### src/design/kct_pkg.sv
package kct_pkg;

    localparam int KEY_W  = 32;
    localparam int CALL_W = 32;
    localparam int GRP_W  = 6;
    localparam int ACT_W  = 3;
    localparam int SLOT_W = 8;
    localparam int STAT_W = 2;

    localparam logic [ACT_W-1:0] ACT_INSERT  = 3'd0;
    localparam logic [ACT_W-1:0] ACT_BY_KEY  = 3'd1;
    localparam logic [ACT_W-1:0] ACT_BY_CALL = 3'd2;
    localparam logic [ACT_W-1:0] ACT_HIGHER  = 3'd3;
    localparam logic [ACT_W-1:0] ACT_LOWER   = 3'd4;

    localparam logic [STAT_W-1:0] STAT_ADDED   = 2'd0;
    localparam logic [STAT_W-1:0] STAT_UPDATED = 2'd1;
    localparam logic [STAT_W-1:0] STAT_FULL    = 2'd2;
    localparam logic [STAT_W-1:0] STAT_NONE    = 2'd3;

    typedef struct packed {
        logic [KEY_W-1:0]  key;
        logic [CALL_W-1:0] call;
        logic [GRP_W-1:0]  grp;
    } entry_t;

    typedef struct packed {
        logic [ACT_W-1:0]  action;
        logic [KEY_W-1:0]  key;
        logic [CALL_W-1:0] call;
        logic [GRP_W-1:0]  grp;
    } query_t;

    typedef struct packed {
        logic              found;
        logic [SLOT_W-1:0] slot;
        logic [CALL_W-1:0] call_out;
        logic [STAT_W-1:0] status;
    } result_t;

endpackage

### src/design/kct_scan.sv
module kct_scan #(
    parameter int ENTRIES = 256
) (
    input  logic             aclk,
    input  logic             aresetn,
    input  logic             start,
    input  logic             step,
    input  kct_pkg::query_t  qin,
    input  kct_pkg::entry_t  head,
    output kct_pkg::entry_t  tail,
    output logic             last,
    output kct_pkg::result_t res
);
    import kct_pkg::*;

    localparam int IW = (ENTRIES > 1) ? $clog2(ENTRIES) : 1;

    query_t            q_reg;
    logic [IW-1:0]     cnt_reg;
    logic [IW:0]       fill_reg, fill_next;
    logic              found_reg, found_next;
    logic              upd_reg, upd_next;
    logic              stop_reg, stop_next;
    logic [SLOT_W-1:0] slot_reg, slot_next;
    logic [CALL_W-1:0] cout_reg, cout_next;
    logic [KEY_W-1:0]  best_reg, best_next;

    assign last = (cnt_reg == IW'(ENTRIES - 1));

    // head cell holds entry cnt_reg; its possibly rewritten value goes to the tail
    always_comb begin
        logic at_fill;
        logic grp_hit;
        at_fill    = ({1'b0, cnt_reg} == fill_reg);
        grp_hit    = (head.grp == q_reg.grp);
        tail       = head;
        fill_next  = fill_reg;
        found_next = found_reg;
        upd_next   = upd_reg;
        stop_next  = stop_reg;
        slot_next  = slot_reg;
        cout_next  = cout_reg;
        best_next  = best_reg;
        case (q_reg.action)
            ACT_INSERT: begin
                if (!found_reg && at_fill) begin
                    // no live match before the fill point: append here
                    tail.key   = q_reg.key;
                    tail.call  = q_reg.call;
                    tail.grp   = q_reg.grp;
                    found_next = 1'b1;
                    slot_next  = SLOT_W'(cnt_reg);
                    fill_next  = fill_reg + 1'b1;
                end else if (!found_reg && !stop_reg) begin
                    if (head.key == '0) begin
                        stop_next = 1'b1;
                    end else if (head.key == q_reg.key) begin
                        tail.call  = q_reg.call;
                        found_next = 1'b1;
                        upd_next   = 1'b1;
                        slot_next  = SLOT_W'(cnt_reg);
                    end
                end
            end
            ACT_BY_KEY: begin
                if (!found_reg && head.key == q_reg.key) begin
                    found_next = 1'b1;
                    slot_next  = SLOT_W'(cnt_reg);
                    cout_next  = head.call;
                end
            end
            ACT_BY_CALL: begin
                // ascending scan, last hit is the highest index
                if (head.call == q_reg.call) begin
                    found_next = 1'b1;
                    slot_next  = SLOT_W'(cnt_reg);
                end
            end
            ACT_HIGHER: begin
                if (grp_hit && head.key > q_reg.key
                        && (!found_reg || head.key < best_reg)) begin
                    found_next = 1'b1;
                    slot_next  = SLOT_W'(cnt_reg);
                    best_next  = head.key;
                end
            end
            ACT_LOWER: begin
                if (grp_hit && head.key < q_reg.key
                        && (!found_reg || head.key > best_reg)) begin
                    found_next = 1'b1;
                    slot_next  = SLOT_W'(cnt_reg);
                    best_next  = head.key;
                end
            end
            default: begin
            end
        endcase
    end

    always_ff @(posedge aclk) begin
        if (!aresetn) begin
            cnt_reg   <= '0;
            fill_reg  <= '0;
            found_reg <= 1'b0;
            upd_reg   <= 1'b0;
            stop_reg  <= 1'b0;
            slot_reg  <= '0;
            cout_reg  <= '0;
            best_reg  <= '0;
            q_reg     <= '0;
        end else if (start) begin
            q_reg     <= qin;
            cnt_reg   <= '0;
            found_reg <= 1'b0;
            upd_reg   <= 1'b0;
            stop_reg  <= 1'b0;
            slot_reg  <= '0;
            cout_reg  <= '0;
            best_reg  <= '0;
        end else if (step) begin
            cnt_reg   <= cnt_reg + 1'b1;
            fill_reg  <= fill_next;
            found_reg <= found_next;
            upd_reg   <= upd_next;
            stop_reg  <= stop_next;
            slot_reg  <= slot_next;
            cout_reg  <= cout_next;
            best_reg  <= best_next;
        end
    end

    always_comb begin
        res.found    = found_reg;
        res.slot     = slot_reg;
        res.call_out = cout_reg;
        res.status   = STAT_NONE;
        if (q_reg.action == ACT_INSERT) begin
            res.status = !found_reg ? STAT_FULL : (upd_reg ? STAT_UPDATED : STAT_ADDED);
        end
    end

endmodule

### config.mk
export PLATFORM = sky130hd
export DESIGN_NAME = kct_scan
export DESIGN_NICKNAME = d
export VERILOG_FILES = /design/src/design/kct_pkg.sv /design/src/design/kct_scan.sv
export SDC_FILE = /design/constraint.sdc
export NUM_CORES = 1
export LEC_CHECK = 0
export ABC_AREA = 1
export BUFFER_PORTS_ARGS = -buffer_cell sky130_fd_sc_hd__clkbuf_2
export CAP_MARGIN = 25
export CORE_AREA = 2 2 201 203
export CTS_BUF_LIST = sky130_fd_sc_hd__clkbuf_2
export DETAILED_ROUTE_END_ITERATION = 7
export DIE_AREA = 0 0 203 205
export SETUP_SLACK_MARGIN = 0.3
export SLEW_MARGIN = 20
export SYNTH_ARGS = -nofsm -noshare
export SYNTH_HDL_FRONTEND = slang
export SYNTH_SLANG_ARGS = --single-unit
### constraint.sdc
create_clock -name aclk -period 2 [get_ports aclk]
set_input_delay 0.2 -clock aclk [delete_from_list [all_inputs] [get_ports aclk]]
set_output_delay 0.2 -clock aclk [all_outputs]
set_load 0.03 [all_outputs]
# Word level (Yosys, flattened, before mapping)
# Cells that the tools add are included.
# classes
addsub	2
n_mul	0
div	0
order_cmp	4
n_eq_ne	16
shifts	0
n_mux	31
bitwise	4
reduce_logical	22
# op_table
operator	count
$mux W32	7
$mux W70	1
$eq A32 B32 Y1	2
$gt A32 B32 Y1	2
$lt A32 B32 Y1	2
$mux W8	8
$pmux W32 S2	1
$pmux W8 S5	1
$logic_not A32 Y1	1
$add A9 B1 Y9 const B	1
$eq A8 B9 Y1	1
$mux W1	9
$ne A3 B3 Y1 const B	3
$reduce_and A9 Y1	1
$add A8 B1 Y8 const B	1
$eq A8 B8 Y1 const B	1
$ne A2 B2 Y1 const B	4
$reduce_and A4 Y1	2
$logic_and A1 B1 Y1	7
$eq A3 B2 Y1 const B	2
$eq A6 B6 Y1	1
$mux W6	1
$reduce_and A6 Y1	1
$pmux W1 S5	1
other kinds (12)	18
# word_totals
ff_bits	165
latchBits	0
mem_bits_rw	0
rom_bits	0
in_bits	147
output_inout_bits	114
n_memories	0

# Logic depth before layout (Yosys ltp)
# logic_depth
depth_word	6
depth_mapped	22
ltp_nobuf	21

# Least setup slack after synthesis
# OpenSTA, ideal clock, no wires.
# synth_timing
path_type	flip-flop to output port
start	register q_reg[69] in the netlist's numbering
end	output port tail[10] in the netlist's numbering
t_arrival_ns	2.397
setup_slack_ns	-0.597
path_stages_with_launch	14
path_buffers	1
path_cell_list	dfxtp_1 -> inv_1 -> ha_1 -> nand2_1 -> nor2_1 -> nand2_1 -> inv_1 -> nand3_1 -> nor3_1 -> nand3_1 -> nor2_1 -> nor2_4 -> clkbuf_1 -> o21ai_0
# synth_rtl
item	line	source
start, declared	kct_scan.sv:18	query_t q_reg;
start signal, assigned	kct_scan.sv:112	q_reg <= qin;
end, declared	kct_scan.sv:10	output kct_pkg::entry_t tail,

==> qor.txt <==
synthesized area per cell - 6.894 µm²
DRT Pass-1 Iters - 7
Yosys Warn Count - 0
R2R Path Start - q_reg[52]$_SDFFE_PN0P_
syn nets - 1577
die height - 205 µm
sw frac - 35.86%
Async SR Flop Fraction - 0%
H-Tree Depth - 4
CP Launch Type - flip-flop
failing checks - negative setup slack
internal power component - 0.006748 W
Clock Path Buffers - 2
detailed router's first-iteration violation count - 736
reg2reg path depth - 18
Ports - 261
initial antenna violation count - 4
kind of critical path - reg2out
Reg clk slew, reported paths - 0.30 ns
WP data required - 1.80 ns
Final Cell Area - 0.01915 mm²
Die Area - 0.04162 mm²
Critical Path Source - q_reg[52]$_SDFFE_PN0P_
Synth cell types - 36
HP Class - in2reg
RSZ-0062 raised after global routing - yes
fin. max-slew vios - 0
Post-Syn Area - 0.009403 mm²
GP Congestion - 0.9270
CTS tree - done
Multi-input gate area - 0.006357 mm²
clock sinks - 165
leading post-synthesis cells by cell area - dfxtp_1 (35%), nand2_1 (9.5%), ha_1 (8.8%), o21ai_0 (8.8%), nor2_1 (7.8%)
Worst Path Arrival - 3.38 ns
FF+latch count, synth - 165
combinational power share - 45.9%
Worst setup EP type - output pin
Cells after Synth - 1364
peak supply drop - 0.0005066 V
count leader, synth - nand2_1
Power Density - 549.4 mW/mm²
post-route ant nets - 0
root buffer cell - clkbuf_2
width of the die - 203 µm
vias in the first global route - 12764
num rows - 73
Final WS setup - -1.578 ns
Nets - 2360
Tcrit/Tclk final - 178.9%
Clk pwr share - 20.9%
Max Cap Viol - 0
Reg power frac - 33.2%
hold_ws - 0.09257 ns
minimum clock period - 3.578 ns
Tightest Pin Transition - 0.6595 ns
commonest cells in the synthesized netlist - nand2_1 (239), nor2_1 (196), dfxtp_1 (165), o21ai_0 (165), inv_1 (164)
largest net degree at the start of global routing - 53
Most Crowded Layer GR - met2
DR WL/cell - 17.18 µm
Syn-to-layout area delta - 103.6%
Synth top area share - 35.13%
Leak - 8.639 nW
Post-synth EDFFs - 0
area leader, netlist - dfxtp_1
Vias/cell - 4.659
P_sw - 0.003772 W
Crit Path Max Fanout - 10
WL final - 46.16 mm
Total Routing Usage GR - 20.78%
clock latency on the worst-skew pair - 0.93 ns
Setup violations, final - 155
met3 GRT Util - 5.122%
core area - 0.03937 mm²
FF+latch area - 0.003332 mm²
Fill cells - 3542
share of the yosys chip area belonging to registers - 35.13%
HPWL Detailed - 27.52 mm
Main synth FF type - dfxtp_1
GR Overflow Total - 0
share of layout cells above drive strength 1 - 37.56%
first-pass GRT wire length - 66.58 mm
CTS buffer count - 17
Hold Violations, Final - 0
Hold Crit Depth - 4
met1 Use GR - 22.43%
HP Start - head[20]
skew final - 0.06196 ns
Initial Utilization - 23.89%
relative slew slack - 56.04%
Max Fclk - 279.5 MHz
setup TNS - -120.82 ns
Remaining DRCs - 0
Post-DP Area - 0.01328 mm²
global routing usage on met2 - 37.35%
via count - 12515
number of flip-flops in the largest register - 73
status - finished, violations left
IO buf count - 260
## critical path, cell delays in order (launching register included)
cell	delay [ns]
dfxtp_1	0.38
inv_1	0.05
ha_1	0.29
nand2_2	0.06
nor2_2	0.09
nand4_1	0.22
nor3_2	0.28
nand3_1	0.14
nor2_2	0.17
nor2_4	0.12
clkbuf_16	0.19
mux2_2	0.32
buf_8	0.15
## cell families after synthesis
kind of cell               count (synthesis)  synth area share (%)
and+or+nand+nor                          532                 23.66
AOI/OAI and AO/OA                        318                 17.26
buffers and inverters                    230                 9.727
DFF                                      165                 35.13
adders and majority gates                 66                 8.782
xor gates and xnor gates                  34                 3.167
muxes                                     19                 2.276
## what timing repair did
item	4_1_cts	5_1_grt
hold buffers	310	1
resized for setup	293	230
pin swaps	22	52
setup buffers	21	21
hold endpoints to repair	165	16
endpoints found under the setup margin	197	260
cloned	10	9
## power by group through the flow
stage / sequential, W / combinational, W / clock (W)
after global routing: 0.00351 / 0.00510 / 0.00237
after detailed placement: 0.00354 / 0.00287 / 0
after floorplan: 0.00355 / 0.00175 / 0
after global placement: 0.00354 / 0.00284 / 0
after CTS: 0.00349 / 0.00431 / 0.00225
final: 0.00349 / 0.00483 / 0.00220
## through the flow
| stage | cells | setup WS, ns | total power, W | utilization (%) |
|---|---|---|---|---|
| floorplan | 1364 | -0.09806 | 0.005303 | - |
| finish | 2686 | -1.578 | 0.01052 | 48.64 |
| global route | 2685 | -1.757 | 0.01097 | 48.63 |
| global placement | 2288 | -0.7825 | 0.006382 | 33.74 |
| CTS | 2660 | -1.600 | 0.01005 | 46.26 |
| detailed placement | 2288 | -0.7946 | 0.006416 | 33.74 |
## per-layer routing
layer | routed length (µm) | vias to the layer above | part of all wire (%)
li1 | - | 5988 | -
met1 | 17410 | 5890 | 38
met4 | 2463 | 2 | 5.3
met2 | 23110 | 513 | 50
met3 | 3165 | 122 | 6.9
met5 | 13 | - | 0.028
## placed cells by master (no fill, tap or decap), types with 19 or more instances in the layout
| master | n |
|---|---|
| dlygate4sd3_1 | 300 |
| clkbuf_2 | 192 |
| buf_4 | 187 |
| nor2_1 | 177 |
| nand2_1 | 172 |
| dfxtp_1 | 144 |
| inv_1 | 143 |
| a21oi_1 | 127 |
| o21ai_0 | 103 |
| buf_8 | 64 |
| ha_1 | 55 |
| nand2_2 | 51 |
| o21ai_4 | 36 |
| buf_6 | 34 |
| buf_12 | 28 |
| nand3_1 | 26 |
| xnor2_1 | 24 |
| nand2_4 | 20 |
| dfxtp_2 | 20 |
| inv_2 | 19 |
## cell type report
type	instances	area share (%)
Multi-Input combinational cell	969	33.20
Antenna cell	2	0.02614
Timing Repair Buffer	826	41.14
Inverter	168	3.372
Tap cell	525	3.431
Clock buffer	19	0.4966
Sequential cell	165	17.40
Clock inverter	12	0.9345
## worst paths after layout
path / to / slack, ns
worst max-delay path: tail[26] / -1.58
worst min-delay path: cout_reg[14]$_SDFFE_PP0P_ / 0.09
worst max register to register: best_reg[10]$_SDFFE_PP0P_ / -0.66
worst min register to register: stop_reg$_SDFFE_PP0P_ / 0.47
Note: power is estimated with default switching activity, not from simulation.
