`src/design/kct_pkg.sv`:
```
package kct_pkg;

    localparam int KEY_W  = 32;
    localparam int CALL_W = 32;
    localparam int GRP_W  = 6;
    localparam int ACT_W  = 3;
    localparam int SLOT_W = 8;
    localparam int STAT_W = 2;

    localparam logic [ACT_W-1:0] ACT_INSERT  = 3'd0;
    localparam logic [ACT_W-1:0] ACT_BY_KEY  = 3'd1;
    localparam logic [ACT_W-1:0] ACT_BY_CALL = 3'd2;
    localparam logic [ACT_W-1:0] ACT_HIGHER  = 3'd3;
    localparam logic [ACT_W-1:0] ACT_LOWER   = 3'd4;

    localparam logic [STAT_W-1:0] STAT_ADDED   = 2'd0;
    localparam logic [STAT_W-1:0] STAT_UPDATED = 2'd1;
    localparam logic [STAT_W-1:0] STAT_FULL    = 2'd2;
    localparam logic [STAT_W-1:0] STAT_NONE    = 2'd3;

    typedef struct packed {
        logic [KEY_W-1:0]  key;
        logic [CALL_W-1:0] call;
        logic [GRP_W-1:0]  grp;
    } entry_t;

    typedef struct packed {
        logic [ACT_W-1:0]  action;
        logic [KEY_W-1:0]  key;
        logic [CALL_W-1:0] call;
        logic [GRP_W-1:0]  grp;
    } query_t;

    typedef struct packed {
        logic              found;
        logic [SLOT_W-1:0] slot;
        logic [CALL_W-1:0] call_out;
        logic [STAT_W-1:0] status;
    } result_t;

endpackage

```
`src/design/kct_cell.sv`:
```
module kct_cell (
    input  logic            aclk,
    input  logic            aresetn,
    input  logic            shift,
    input  kct_pkg::entry_t d,
    output kct_pkg::entry_t q
);
    import kct_pkg::*;

    entry_t ent_reg;

    // one table entry; moves one place toward the head when the ring turns
    always_ff @(posedge aclk) begin
        if (!aresetn) begin
            ent_reg <= '0;
        end else if (shift) begin
            ent_reg <= d;
        end
    end

    assign q = ent_reg;

endmodule

```
`config.mk`:
```
export PLATFORM = sky130hd
export DESIGN_NAME = kct_cell
export DESIGN_NICKNAME = d
export VERILOG_FILES = /design/src/design/kct_pkg.sv /design/src/design/kct_cell.sv
export SDC_FILE = /design/constraint.sdc
export NUM_CORES = 1
export LEC_CHECK = 0
export BUFFER_PORTS_ARGS = -buffer_cell sky130_fd_sc_hd__buf_2
export CELL_PAD_IN_SITES_DETAIL_PLACEMENT = 0
export CELL_PAD_IN_SITES_GLOBAL_PLACEMENT = 1
export CORE_MARGIN = 4
export CORE_UTILIZATION = 30
export CTS_CLUSTER_DIAMETER = 80
export DETAILED_ROUTE_END_ITERATION = 7
export PLACE_DENSITY = 0.87
export SLEW_MARGIN = 5
export SYNTH_ARGS = -nofsm -noshare
export SYNTH_HDL_FRONTEND = slang
export SYNTH_SLANG_ARGS = --single-unit
```
`constraint.sdc`:
```
create_clock -name aclk -period 0.8 [get_ports aclk]
set_input_delay 0.08 -clock aclk [delete_from_list [all_inputs] [get_ports aclk]]
set_output_delay 0.08 -clock aclk [all_outputs]
set_load 0.03 [all_outputs]
```
# Yosys cells after proc, flatten, opt, wreduce, memory -nomap -nowiden
# Cells that the tools add are included.
[totals]
regBits = 70
in_bits = 73
output_inout_bits = 70
wordCells = 3

# Depth between registers and ports, before layout
# Gate-level depths: netlist (run 1).
[depth]
word_depth = 0
mapped_depth = 4
depth_no_buf = 2

# Worst setup path after synthesis (run 1)
# OpenSTA, ideal clock, no wires.
[synth_path]
path_kind = "register -> register"
from = "register, netlist name q[0]"
to = "register ent_reg (netlist bit q[0])"
setup_time_ns = 0.065
arrival_time_ns = 0.686
required_ns = 0.735
path_slack_ns = 0.049
stages_incl_launch_ff = 3
path_buffers = 0
period_less_slack_ns = 0.751
cell_sequence = "dfxtp_1 -> mux2i_1 -> nor2b_1"
[synth_lines]
columns = ["element", "line", "rtl"]
rows = [
  ["end signal: assignment", "kct_cell.sv:15", "ent_reg <= '0;"],
  ["end signal: assignment", "kct_cell.sv:17", "ent_reg <= d;"],
  ["end: declaration", "kct_cell.sv:10", "entry_t ent_reg;"],
]

# Worst setup path after layout (run 1)
[layout_path]
from = "register ent_reg (netlist bit q[43])"
to = "output q[43] (netlist bit)"
[layout_lines]
columns = ["element", "line", "rtl"]
rows = [
  ["end: declaration", "kct_cell.sv:6", "output kct_pkg::entry_t q"],
]
# No word-level cell between the ends.

==> results.py, run 1 <==
metrics = {
    "run_status": {
        "status": "finished, violations left",
        "failed_checks": "negative setup slack",
    },
    "global_route": {
        "grt_pass1_vias": 2381,
        "grt_max_degree": 38,
        "grt_pass1_wl_mm": 11.2,
        "antenna_found_initial": 0,
        "gr-total-overflow": 0,
        "grt_use_total_pct": 13.6,
    },
    "cells_and_area": {
        "layout_common_cells": "nor2b_1, buf_2, buf_6, dfxtp_2, mux2i_1",
        "finalNetCount": 489,
        "drive_gt1_share_pct": 56.3,
        "antennaDiodeCount": 0,
        "area.growth.synth_to_final_pct": 74.4,
        "post-route-cell-area_um2": 4680,
        "fillers": 754,
        "instances_no_fill": 529,
        "largest_reg_flops": 70,
    },
    "drt": {
        "routed_wl_mm": 7.18,
        "drt_iter0_markers": 40,
        "ant_nets": 0,
        "drtPass1Iterations": 3,
        "vias_per_cell": 4.20,
        "drt-wirelength-per-cell_um": 13.6,
        "vias": 2224,
        "drc": 0,
    },
    "floorplan": {
        "die_w_um": 103,
        "coreArea_um2": 8720,
        "rows": 34,
        "die_h_um": 103,
        "initial_utilization_pct": 30.8,
        "ios": 143,
        "dieArea_um2": 10500,
    },
    "critical_path": {
        "path_buf_inv": 1,
        "reg2regPathDepth": 3,
        "slowest_delay_ps": 350,
        "rr_startpoint": "q[30]",
        "crit_path_top_delay_cell": "dfxtp_2",
        "crit_path_end_kind": "primary output",
        "cp.arrival_ps": 820,
        "path_cells": "buf_6",
        "worstSetupStartpoint": "q[43]",
        "required_ps": 720,
        "reg2reg_setup_slack_ps": 60,
        "crit_end": "q[43]",
        "cp_max_fo": 2,
        "r2r-end": "q[30]",
        "cp.depth": 1,
        "critical_path.top_delay_family": "flip-flops",
        "startpoint_type": "flop",
        "crit_type": "reg2out",
    },
    "logic_synthesis": {
        "syn_nets": 298,
        "syn-instance-count": 225,
        "synth_seq_area_share_pct": 52.2,
        "synth_area_per_cell_um2": 11.9,
        "ys_seq_elements": 70,
        "synth_area_um2": 2680,
        "yosys_warnings": 0,
        "yosysUniqueCellTypes": 6,
    },
    "timing": {
        "fin_ws_ps": -99.3,
        "skew_ps": 0,
        "finalCriticalPeriod_ps": 899,
        "rsz0062_at_grt": "true",
        "tightest_slew_ps": 265,
        "relSlewSlack_pct": 82.4,
        "fmax_mhz": 1110,
        "finalHoldViolations": 0,
        "period_share_pct": 112,
        "final_max_slew_viol_count": 0,
        "setup_viol": 70,
    },
    "clock_tree": {
        "cts_tree": "built",
        "clk_pin_slew_worst_paths_ps": 70,
        "cts_made_buffers": 9,
        "insertion_delay_ps": 330,
        "clock_path_buffers": 2,
        "clock-root-buffer": "clkbuf_8",
        "cts_max_level": 3,
        "clock_sinks": 70,
    },
    "placement": {
        "place_congestion": 0.659,
        "dp_cells": 465,
        "place.port_buffers": 142,
        "place_hpwl_mm": 4.31,
        "dpl-instance-area_um2": 3480,
    },
    "power_and_ir_drop": {
        "vdd_drop_max_mv": 1.06,
        "power_density_nw_per_um2": 1820,
        "power_leakage_uw": 0.00219,
    },
    "worst_hold_path": {
        "min_path_cells": 3,
        "hp-start": "d[17]",
        "hp-class": "in2reg",
    },
    "job": {
        "cap_violations": 0,
    },
}
==> worst min-delay path by stage <==
stage / end / slack [ps]
after floorplan: q[0] / 250
after global placement: q[14] / 340
after detailed placement: q[25] / 350
after CTS: q[0] / 0.2
after global routing: q[55] / 10
final: q[17] / 10
==> worst register-to-register path, stage by stage (launching register included) <==
cell     delay (ps)
dfxtp_2         330
buf_4           130
mux2i_1         120
nor2b_1          60
==> cell type report <==
cell class / count / area [um2] / area share [%]
Multi-Input combinational cell: 140 / 1140 / 24.4
Sequential cell: 70 / 1490 / 31.8
Timing Repair Buffer: 195 / 1710 / 36.6
Tap cell: 108 / 135 / 2.89
Clock buffer: 11 / 141 / 3.02
Clock inverter: 5 / 58.8 / 1.26
==> cells in the mapped netlist (all sizes together) <==
cell / instances / area [um2]
clkbuf: 7 / 26.3
nor2b: 70 / 438
buf: 8 / 116
dfxtp: 70 / 1400
mux2i: 70 / 701
==> where the power goes <==
group | internal (uW) | leakage, uW | switching (uW)
clock network | 1530 | 0.0000955 | 1300
logic | 956 | 0.00149 | 846
registers | 3740 | 0.000603 | 151
==> through the flow <==
stage	hold slack (ps)	setup TNS (ps)	setup WS [ps]	utilization, %	power (uW)
after detailed placement	346	-3320	-92.6	39.9	5230
after global routing	13.2	-8200	-143	53.6	8920
after floorplan	249	0	48.5	-	4780
after CTS	0.214	-7120	-119	53.3	8610
after global placement	336	-2120	-58.8	39.9	5210
final	10.2	-5400	-99.3	53.6	8520
==> cells by family (layout without fill, tap and decap cells) <==
family / after synthesis / count (layout) / synth area share (%)
buffers and inverters: 15 / 211 / 5.32
AND/OR/NAND/NOR: 70 / 70 / 16.3
flip-flops: 70 / 70 / 52.2
multiplexers: 70 / 70 / 26.1
==> what timing repair did <==
item                       in CTS  in global routing
setup endpoints to repair      70                 71
hold buffers                   44                  0
hold endpoints to repair       44                  0
setup buffers                   1                  4
gates resized for setup       210                  1
==> per-layer routing <==
metal	up-vias	routed length, um	global-route usage [%]
li1	1118	-	-
met1	1006	2660	14.9
met2	84	3800	24.1
met3	16	568	4.13
met4	0	150	5.75
met5	-	0	0
Power figures use the tool's default switching activity.
==> run 2: changes to the inputs <==
- CTS_BUF_LIST: default -> sky130_fd_sc_hd__clkbuf_4 sky130_fd_sc_hd__clkbuf_8 sky130_fd_sc_hd__clkbuf_16
==> run 2 against run 1 <==
Net effect:
- the flow still finishes with violations (negative setup slack)
- flip-flop and latch count is the same
- clock-buffer cell count is the same
- highest routed layer unchanged
- largest cell class unchanged
- sequential share of layout area is essentially flat
- maximum frequency is essentially flat
- largest power group unchanged
==> results.py, run 2 (synthesis gave the netlist of run 1 again) <==
metrics = {
    "critical_path": {
        "path_buf_inv": 1,
        "crit_end": "q[43]",
        "path_cells": "buf_6",
        "reg2reg_setup_slack_ps": 60,
        "crit_path_top_delay_cell": "dfxtp_2",
        "startpoint_type": "flop",
        "worstSetupStartpoint": "q[43]",
        "cp.arrival_ps": 820,
        "rr_startpoint": "q[30]",
        "critical_path.top_delay_family": "flip-flops",
        "cp.depth": 1,
        "required_ps": 720,
        "crit_type": "reg2out",
        "crit_path_end_kind": "primary output",
        "reg2regPathDepth": 3,
        "cp_max_fo": 2,
        "r2r-end": "q[30]",
        "slowest_delay_ps": 350,
    },
    "global_route": {
        "grt_use_total_pct": 13.6,
        "antenna_found_initial": 0,
        "gr-total-overflow": 0,
        "grt_pass1_vias": 2381,
        "grt_max_degree": 38,
        "grt_pass1_wl_mm": 11.2,
    },
    "placement": {
        "dpl-instance-area_um2": 3480,
        "pre_cts_ws_ps": -92.6,
        "place_congestion": 0.659,
        "place_hpwl_mm": 4.31,
        "place.port_buffers": 142,
    },
    "power_and_ir_drop": {
        "p_total_uw": 8550,
        "power_leakage_uw": 0.00219,
        "vdd_drop_max_mv": 1.06,
        "power_density_nw_per_um2": 1830,
    },
    "drt": {
        "drtPass1Iterations": 3,
        "drt-wirelength-per-cell_um": 13.6,
        "vias_per_cell": 4.20,
        "routed_wl_mm": 7.17,
        "drc": 0,
        "drt_iter0_markers": 40,
        "ant_nets": 0,
        "vias": 2223,
    },
    "job": {
        "cap_violations": 0,
    },
    "floorplan": {
        "dieArea_um2": 10500,
        "initial_utilization_pct": 30.8,
        "die_h_um": 103,
        "rows": 34,
        "ios": 143,
        "coreArea_um2": 8720,
        "die_w_um": 103,
    },
    "worst_hold_path": {
        "hp-class": "in2reg",
    },
    "clock_tree": {
        "cts_tree": "built",
        "clock-root-buffer": "clkbuf_8",
        "clock_path_buffers": 2,
        "clock_sinks": 70,
        "cts_max_level": 3,
        "cts_made_buffers": 9,
        "insertion_delay_ps": 330,
        "clk_pin_slew_worst_paths_ps": 70,
    },
    "timing": {
        "tightest_slew_ps": 265,
        "setup_viol": 70,
        "finalHoldViolations": 0,
        "finalCriticalPeriod_ps": 899,
        "relSlewSlack_pct": 82.4,
        "rsz0062_at_grt": "true",
        "period_share_pct": 112,
        "skew_ps": 0,
        "final_max_slew_viol_count": 0,
        "fmax_mhz": 1110,
        "holdWs_ps": 10.1,
        "fin_ws_ps": -99.3,
    },
    "cells_and_area": {
        "final-seq-area_um2": 1490,
        "multi_input_area_um2": 1140,
        "fillers": 753,
        "largest_reg_flops": 70,
        "drive_gt1_share_pct": 56.5,
        "layout_common_cells": "nor2b_1, buf_2, buf_6, dfxtp_2, mux2i_1",
        "antennaDiodeCount": 0,
        "post-route-cell-area_um2": 4680,
        "area.growth.synth_to_final_pct": 74.5,
        "fin_util_pct": 53.7,
        "finalNetCount": 489,
    },
    "run_status": {
        "status": "finished, violations left",
        "failed_checks": "negative setup slack",
    },
}
## run 2: cell counts in the layout (fill, tap and decap cells not counted)
No cell type changed its count.
## run 2: where the power goes
part | switching, uW | internal [uW] | total (uW) | leakage [uW]
combinational | 846 | 956 | 1800 | 0.00149
clock | 1300 | 1560 | 2860 | 0.0000990
sequential | 151 | 3740 | 3890 | 0.000603
## run 2: worst min-delay path by stage
stage	end	cells past startpoint	slack [ps]	from
after floorplan	q[0]	2	250	d[0]
after global placement	q[14]	3	340	d[14]
after detailed placement	q[25]	3	350	d[25]
after CTS	q[0]	3	0.2	d[0]
after global routing	q[55]	3	10	d[55]
final	q[17]	3	10	d[17]
## run 2: area by class of cell
| type | instances | share of cell area, % |
|---|---|---|
| clock inverters | 5 | 1.26 |
| repair buffers | 195 | 36.6 |
| flip-flops and latches | 70 | 31.8 |
| multi-input cells | 140 | 24.4 |
| well taps | 108 | 2.89 |
| clock buffers | 11 | 3.10 |
## run 2: through the flow
step | setup TNS [ps] | std cells
2_1_floorplan | 0 | 225
3_5_place_dp | -3320 | 465
6_report | -5390 | 529
4_1_cts | -7120 | 526
3_3_place_gp | -2120 | 465
5_1_grt | -8200 | 529
## run 2: timing repair
item                                   CTS  global route
endpoints found under the hold margin   44             0
resized for setup                      210             1
hold buffers                            44             0
buffers inserted                         1             4
setup endpoints to repair               70            71
gates cloned                             0             0
## run 2: metal layers
metal | GRT usage (%) | up-vias | wire length, um
li1 | - | 1118 | -
met1 | 14.9 | 1005 | 2660
met2 | 24.1 | 84 | 3790
met3 | 4.13 | 16 | 568
met4 | 5.75 | 0 | 150
met5 | 0 | - | 0
